### src/hdl/tfi_pkg.sv
// Shared constants, types and helpers for the tabulated force interpolator.
// No dependencies.
package tfi_pkg;

    localparam int MAX_ENTRIES = 8;
    localparam int MAX_POINTS  = 16;
    localparam int MAX_BEADS   = 64;

    localparam int ENT_W     = $clog2(MAX_ENTRIES);
    localparam int PT_W      = $clog2(MAX_POINTS);
    localparam int ADDR_W    = ENT_W + PT_W;
    localparam int TAB_DEPTH = MAX_ENTRIES * MAX_POINTS;

    localparam int OP_W     = 2;
    localparam int NPT_W    = 5;
    localparam int BEADN_W  = 7;
    localparam int CNT_W    = 7;
    localparam int OBEAD_W  = 6;
    localparam int DATA_W   = 32;
    localparam int ACC_W    = DATA_W + ENT_W;

    typedef enum logic [OP_W-1:0] {
        OP_DESC  = 2'd0,
        OP_POINT = 2'd1,
        OP_EVAL  = 2'd2,
        OP_NONE  = 2'd3
    } op_t;

    typedef struct packed {
        logic signed [DATA_W-1:0] x;
        logic signed [DATA_W-1:0] y;
        logic signed [DATA_W-1:0] z;
    } vec_t;

    typedef struct packed {
        logic signed [DATA_W-1:0] tm;
        vec_t                     v;
    } point_t;

    function automatic logic signed [DATA_W-1:0] sat32(input logic signed [ACC_W-1:0] a);
        logic signed [ACC_W-1:0] hi;
        logic signed [ACC_W-1:0] lo;
        hi = ACC_W'({1'b0, {(DATA_W-1){1'b1}}});
        lo = -hi - ACC_W'(1);
        if (a > hi)
            return {1'b0, {(DATA_W-1){1'b1}}};
        else if (a < lo)
            return {1'b1, {(DATA_W-1){1'b0}}};
        else
            return a[DATA_W-1:0];
    endfunction

endpackage

### src/hdl/tfi_div.sv
// Iterative restoring divider, one quotient bit per cycle.
// Depends on tfi_pkg. Quotient must fit in DATA_W bits.
module tfi_div
    import tfi_pkg::*;
(
    input  logic                  clk,
    input  logic                  rst_n,
    input  logic                  start,
    input  logic [2*DATA_W-1:0]   dividend,
    input  logic [DATA_W-1:0]     divisor,
    output logic                  done,
    output logic [DATA_W-1:0]     quotient
);
    localparam int STEP_W = $clog2(DATA_W + 1);

    logic [DATA_W-1:0] rem_reg, rem_next;
    logic [DATA_W-1:0] quo_reg, quo_next;
    logic [DATA_W-1:0] dvs_reg, dvs_next;
    logic [STEP_W-1:0] cnt_reg, cnt_next;
    logic              done_reg, done_next;
    logic [DATA_W:0]   trial;

    always_comb
    begin
        rem_next  = rem_reg;
        quo_next  = quo_reg;
        dvs_next  = dvs_reg;
        cnt_next  = cnt_reg;
        done_next = 1'b0;
        trial     = {rem_reg, quo_reg[DATA_W-1]};
        if (start)
        begin
            rem_next = dividend[2*DATA_W-1:DATA_W];
            quo_next = dividend[DATA_W-1:0];
            dvs_next = divisor;
            cnt_next = STEP_W'(DATA_W);
        end
        else if (cnt_reg != '0)
        begin
            if (trial >= {1'b0, dvs_reg})
            begin
                rem_next = DATA_W'(trial - {1'b0, dvs_reg});
                quo_next = {quo_reg[DATA_W-2:0], 1'b1};
            end
            else
            begin
                rem_next = trial[DATA_W-1:0];
                quo_next = {quo_reg[DATA_W-2:0], 1'b0};
            end
            cnt_next = cnt_reg - STEP_W'(1);
            done_next = (cnt_reg == STEP_W'(1));
        end
    end

    always_ff @(posedge clk or negedge rst_n)
    begin
        if (!rst_n)
        begin
            cnt_reg  <= '0;
            done_reg <= 1'b0;
        end
        else
        begin
            cnt_reg  <= cnt_next;
            done_reg <= done_next;
        end
    end

    always_ff @(posedge clk)
    begin
        rem_reg <= rem_next;
        quo_reg <= quo_next;
        dvs_reg <= dvs_next;
    end

    assign done     = done_reg;
    assign quotient = quo_reg;
endmodule

### config.mk
export PLATFORM = sky130hd
export DESIGN_NAME = tfi_div
export DESIGN_NICKNAME = d
export VERILOG_FILES = /design/src/hdl/tfi_pkg.sv /design/src/hdl/tfi_div.sv
export SDC_FILE = /design/constraint.sdc
export NUM_CORES = 1
export LEC_CHECK = 0
export BUFFER_PORTS_ARGS = -buffer_cell sky130_fd_sc_hd__buf_4
export CAP_MARGIN = 20
export CORE_MARGIN = 8
export CORE_UTILIZATION = 60
export CTS_CLUSTER_DIAMETER = 50
export DETAILED_ROUTE_END_ITERATION = 10
export PLACE_DENSITY_LB_ADDON = 0.12
export RECOVER_POWER = 100
export SETUP_SLACK_MARGIN = 0.15
export SLEW_MARGIN = 30
export SYNTH_ARGS = -nofsm -noshare
export SYNTH_HDL_FRONTEND = slang
export SYNTH_SLANG_ARGS = --single-unit
export TNS_END_PERCENT = 20
### constraint.sdc
create_clock -name clk -period 5.8 [get_ports clk]
set_input_delay 0.87 -clock clk [delete_from_list [all_inputs] [get_ports clk]]
set_output_delay 0.87 -clock clk [all_outputs]
set_load 0.02 [all_outputs]
After elaboration in Yosys (flattened, before gate mapping)

Index checks and enable logic that the tools add are counted.

Input bits: 99
Register bits: 103
Output and inout port bits: 33

$add $sub $neg: 2
Multiplexer cells: 10
Equality and inequality tests: 1
$lt $le $gt $ge: 1
Reduce and logical (&&, ||, !) cells: 2

Operators by type and width:

| operator                                                               | count |
|---|---|
| 32-bit two-way mux                                                     | 5 |
| 33-bit by 32-bit >= comparator with 1-bit output                       | 1 |
| 32-bit subtractor                                                      | 1 |
| 6-bit two-way mux                                                      | 2 |
| 6-bit by 1-bit equality test with 1-bit output (second input constant) | 1 |
| 6-bit nonzero test                                                     | 1 |
| 6-bit by 1-bit subtractor with 6-bit output (second input constant)    | 1 |
| 1-bit two-way mux                                                      | 3 |
| 2-bit nonzero test                                                     | 1 |

Logic depth before layout (Yosys ltp)

Word-level depth: 4
Depth in mapped cells: 13
Depth with buffers taken out: 12

Worst setup path before layout

Ideal clock, no wire load.

Path kind: input -> register
Start point: input start
End point: register quo_reg[0], in the netlist quotient[0] (enable)
Path buffers: 3
Cell stages on the path: 5
Path slack: 1.694 ns
Arrival time: 3.254 ns
Setup time: 0.852 ns
Cells stage by stage: clkbuf_1 > clkinv_1 > clkbuf_1 > clkbuf_1 > nand3_1

Longest elaborated chain between the ends: 1

Ends and longest elaborated chain:

| item                                | line          | RTL |
|---|---|---|
| start, declared                     | tfi_div.sv:8  | `input logic start,` |
| 2-bit nonzero test (no source line) | --            |  |
| end signal, assigned                | tfi_div.sv:72 | `quo_reg <= quo_next;` |
| end, declared                       | tfi_div.sv:17 | `logic [DATA_W-1:0] quo_reg, quo_next;` |

Every way passes these cells.
A chain may end at the register's enable or synchronous reset.

Worst setup path in the final report

Start point: register rem_reg[0]
End point: register rem_reg[0], data pin

Longest elaborated chain between the ends: 4

Ends and longest elaborated chain:

| item                                             | line          | RTL |
|---|---|---|
| start, declared                                  | tfi_div.sv:16 | `logic [DATA_W-1:0] rem_reg, rem_next;` |
| start signal, assigned                           | tfi_div.sv:71 | `rem_reg <= rem_next;` |
| 33-bit by 32-bit >= comparator with 1-bit output | tfi_div.sv:40 | `if (trial >= {1'b0, dvs_reg})` |
| 32-bit two-way mux                               | tfi_div.sv:40 |  |
| 32-bit two-way mux                               | tfi_div.sv:38 | `else if (cnt_reg != '0)` |
| 32-bit two-way mux                               | tfi_div.sv:31 | `if (start)` |
| net rem_next[0]                                  | tfi_div.sv:16 |  |

The timed path passes the listed nets, and every way through them passes these cells. The select of a mux whose other input is x is not followed.

==> impl_metrics.toml <==
[grt]
antenna_found_initial = 0
grt_max_degree = 55
grt_pass1_wl_mm = 25.1
grt-ovfl-total = 0
grt_pass1_vias = 5228
track_usage_pct = 22.0

[final_layout]
synthToLayoutAreaGrowth_pct = 17.7
most-common-layout-cells = "96 x edfxtp_1, 68 x buf_4, 54 x a21oi_1"
nets = 830
final_common_cell = "edfxtp_1"
drive_gt1_share_pct = 22.6
antenna_cells = 0

[timing]
tightest_slew_ns = 2.18
rsz0062_at_grt = "no"
fin_setup_tns_ns = 0
slew_headroom_pct = -45.3
hold_viol = 0
max_freq_mhz = 223
finClkSkew_ns = 0.0156
final_max_slew_viol_count = 43
hold_ws_ns = 0.364
setup_viol = 0
fin_crit_sh_pct = 77.4
period_needed_ns = 4.49

[floorplan]
dieArea_mm2 = 0.0140
die_x_um = 118
fp.dieH_um = 118
placementRows = 37
start_util_pct = 61.2
core_area_mm2 = 0.0102
io_pins = 132

[flow_run]
cap_violations = 1

[routing]
routed_wirelength_mm = 15.2
initialDrtViolationCount = 303
vias_per_cell = 5.90
wl_per_cell_um = 18.2
vias = 4936
drt_first_pass_iters = 7
route.detailed.drc = 0
drt.antenna.violating_nets = 0

[place]
hpwl_mm = 11.4
port_buffers = 131
place_congestion = 0.963

[worst_setup_path]
worstPathRequired_ns = 5.95
critPathKind = "flop to flop"
cp-start-kind = "flop"
cp.arrival_ns = 4.64
crit_fanout = 19
critPathCaptureType = "flop"

[cts]
clock_path_buffers = 2
path_clk_slew_ns = 0.10
clkLatencyLatePin_ns = 0.39
cts-htree-levels = 3
cts-root-buf = "clkbuf_8"
cts_tree = "built"
cts_buffers = 9
cts_sinks = 103
hold_buffers = 0
post_cts_buffers = 0
cts_resized = 0

[status]
violations = "max-capacitance violations, max-slew violations"
status = "complete, but fails checks"

[power_and_ir_drop]
p_total_w = 0.00352
power.density_mw_per_mm2 = 478
peakVddDrop_uv = 295
leakage_nw = 3.18

[synth]
synthCells = 569
ys_seq_area_share_pct = 48.9
synth_ff_type = "edfxtp_1"
synth_edf_count = 96
synth_warnings = 0
synth_cell_types = 64
syn_nets = 704
async_reset_ff_share_pct = 6.80
synth.ff_latch_count = 103
mappedNetlistArea_mm2 = 0.00626
avgSynthCellArea_um2 = 11.0

[worst_hold_path]
hp-class = "input port to async pin"
==> report_power, final <==
| group | total [W] | internal, W | switching (W) |
|---|---|---|---|
| Clock | 0.000433 | 0.000173 | 0.000260 |
| Combinational | 0.00188 | 0.000781 | 0.00110 |
| Sequential | 0.00121 | 0.00108 | 0.000125 |
| Total | 0.00352 | 0.00203 | 0.00149 |
==> metrics by stage <==
| step | utilization (%) | instances | area, um2 | setup slack, ns |
|---|---|---|---|---|
| 4_1_cts | 73.4 | 836 | 7510 | 2.29 |
| 2_1_floorplan | - | 569 | 6260 | 1.69 |
| 5_1_grt | 72.0 | 836 | 7370 | 1.06 |
| 3_5_place_dp | 71.6 | 820 | 7330 | 2.31 |
| 6_report | 72.0 | 836 | 7370 | 1.31 |
| 3_3_place_gp | 71.6 | 820 | 7330 | 2.38 |
==> cells in the mapped netlist, types with 4 or more instances <==
| library cell | instances | area [um2] |
|---|---|---|
| a21oi_1 | 54 | 270 |
| nor2b_1 | 4 | 25.0 |
| a221o_1 | 5 | 50.1 |
| and3_1 | 10 | 62.6 |
| o21ai_0 | 25 | 125 |
| mux2_2 | 33 | 372 |
| nor3b_1 | 5 | 37.5 |
| nand3_1 | 11 | 55.1 |
| buf_2 | 4 | 20.0 |
| clkbuf_1 | 10 | 37.5 |
| or3_1 | 8 | 50.1 |
| nand4_1 | 4 | 25.0 |
| ha_1 | 35 | 438 |
| edfxtp_1 | 96 | 2880 |
| mux2i_1 | 19 | 190 |
| a31oi_1 | 5 | 31.3 |
| xor2_1 | 12 | 105 |
| nor4_1 | 5 | 31.3 |
| dfrtp_1 | 7 | 175 |
| a21o_1 | 13 | 97.6 |
| nor3_1 | 11 | 55.1 |
| o21bai_1 | 4 | 30.0 |
| xnor2_1 | 12 | 105 |
| nor2_1 | 41 | 154 |
| nand2_1 | 36 | 135 |
| inv_1 | 42 | 158 |
==> layout make-up <==
type / count / area, um2
timing repair buffer: 136 / 886
fill: 786 / 2870
inverter: 43 / 161
tap: 136 / 170
clock buffer: 11 / 141
multi-input combinational: 402 / 2910
clock inverter: 5 / 38.8
sequential: 103 / 3060
==> worst max-delay path, cell delays in order (launching register included) <==
cell	delay, ns
edfxtp_1	0.46
ha_1	0.32
nor2b_1	0.26
o21bai_4	0.10
a211oi_4	0.36
o2111ai_1	0.26
a211oi_2	0.36
or2_0	0.61
clkbuf_1	1.05
a21oi_1	0.15
mux2_2	0.30
==> routing by layer <==
metal | global-route usage [%] | vias up | routed length [um] | share of wire [%]
met5 | 0 | - | 0 | 0
met4 | 8.33 | 0 | 355 | 2.3
met3 | 8.11 | 34 | 1350 | 8.9
met2 | 36.9 | 198 | 7260 | 48
met1 | 25.2 | 2329 | 6210 | 41
li1 | - | 2375 | - | -
==> path summary, 6_finish.rpt <==
check	start	endpoint	slack [ns]	cells after the start
min in group clk	cnt_reg[5]	cnt_reg[5]	0.54	2
worst min-delay path	rst_n	done	0.36	1
worst max register to register	rem_reg[0]	rem_reg[0]	1.31	10
worst max-delay path	rem_reg[0]	rem_reg[0]	1.31	10
max in group asynchronous	rst_n	cnt_reg[2]	5.15	1
worst min register to register	cnt_reg[5]	cnt_reg[5]	0.54	2
==> kinds of logic after synthesis <==
group / Yosys count / share of synthesized area [%]
flops: 103 / 48.9
simple gates: 148 / 11.9
fa+ha+maj: 36 / 7.32
compound gates: 142 / 15.0
mux: 52 / 8.98
buf+inv: 64 / 4.60
xor+xnor: 24 / 3.36
Note: power is estimated with default switching activity, not from simulation.
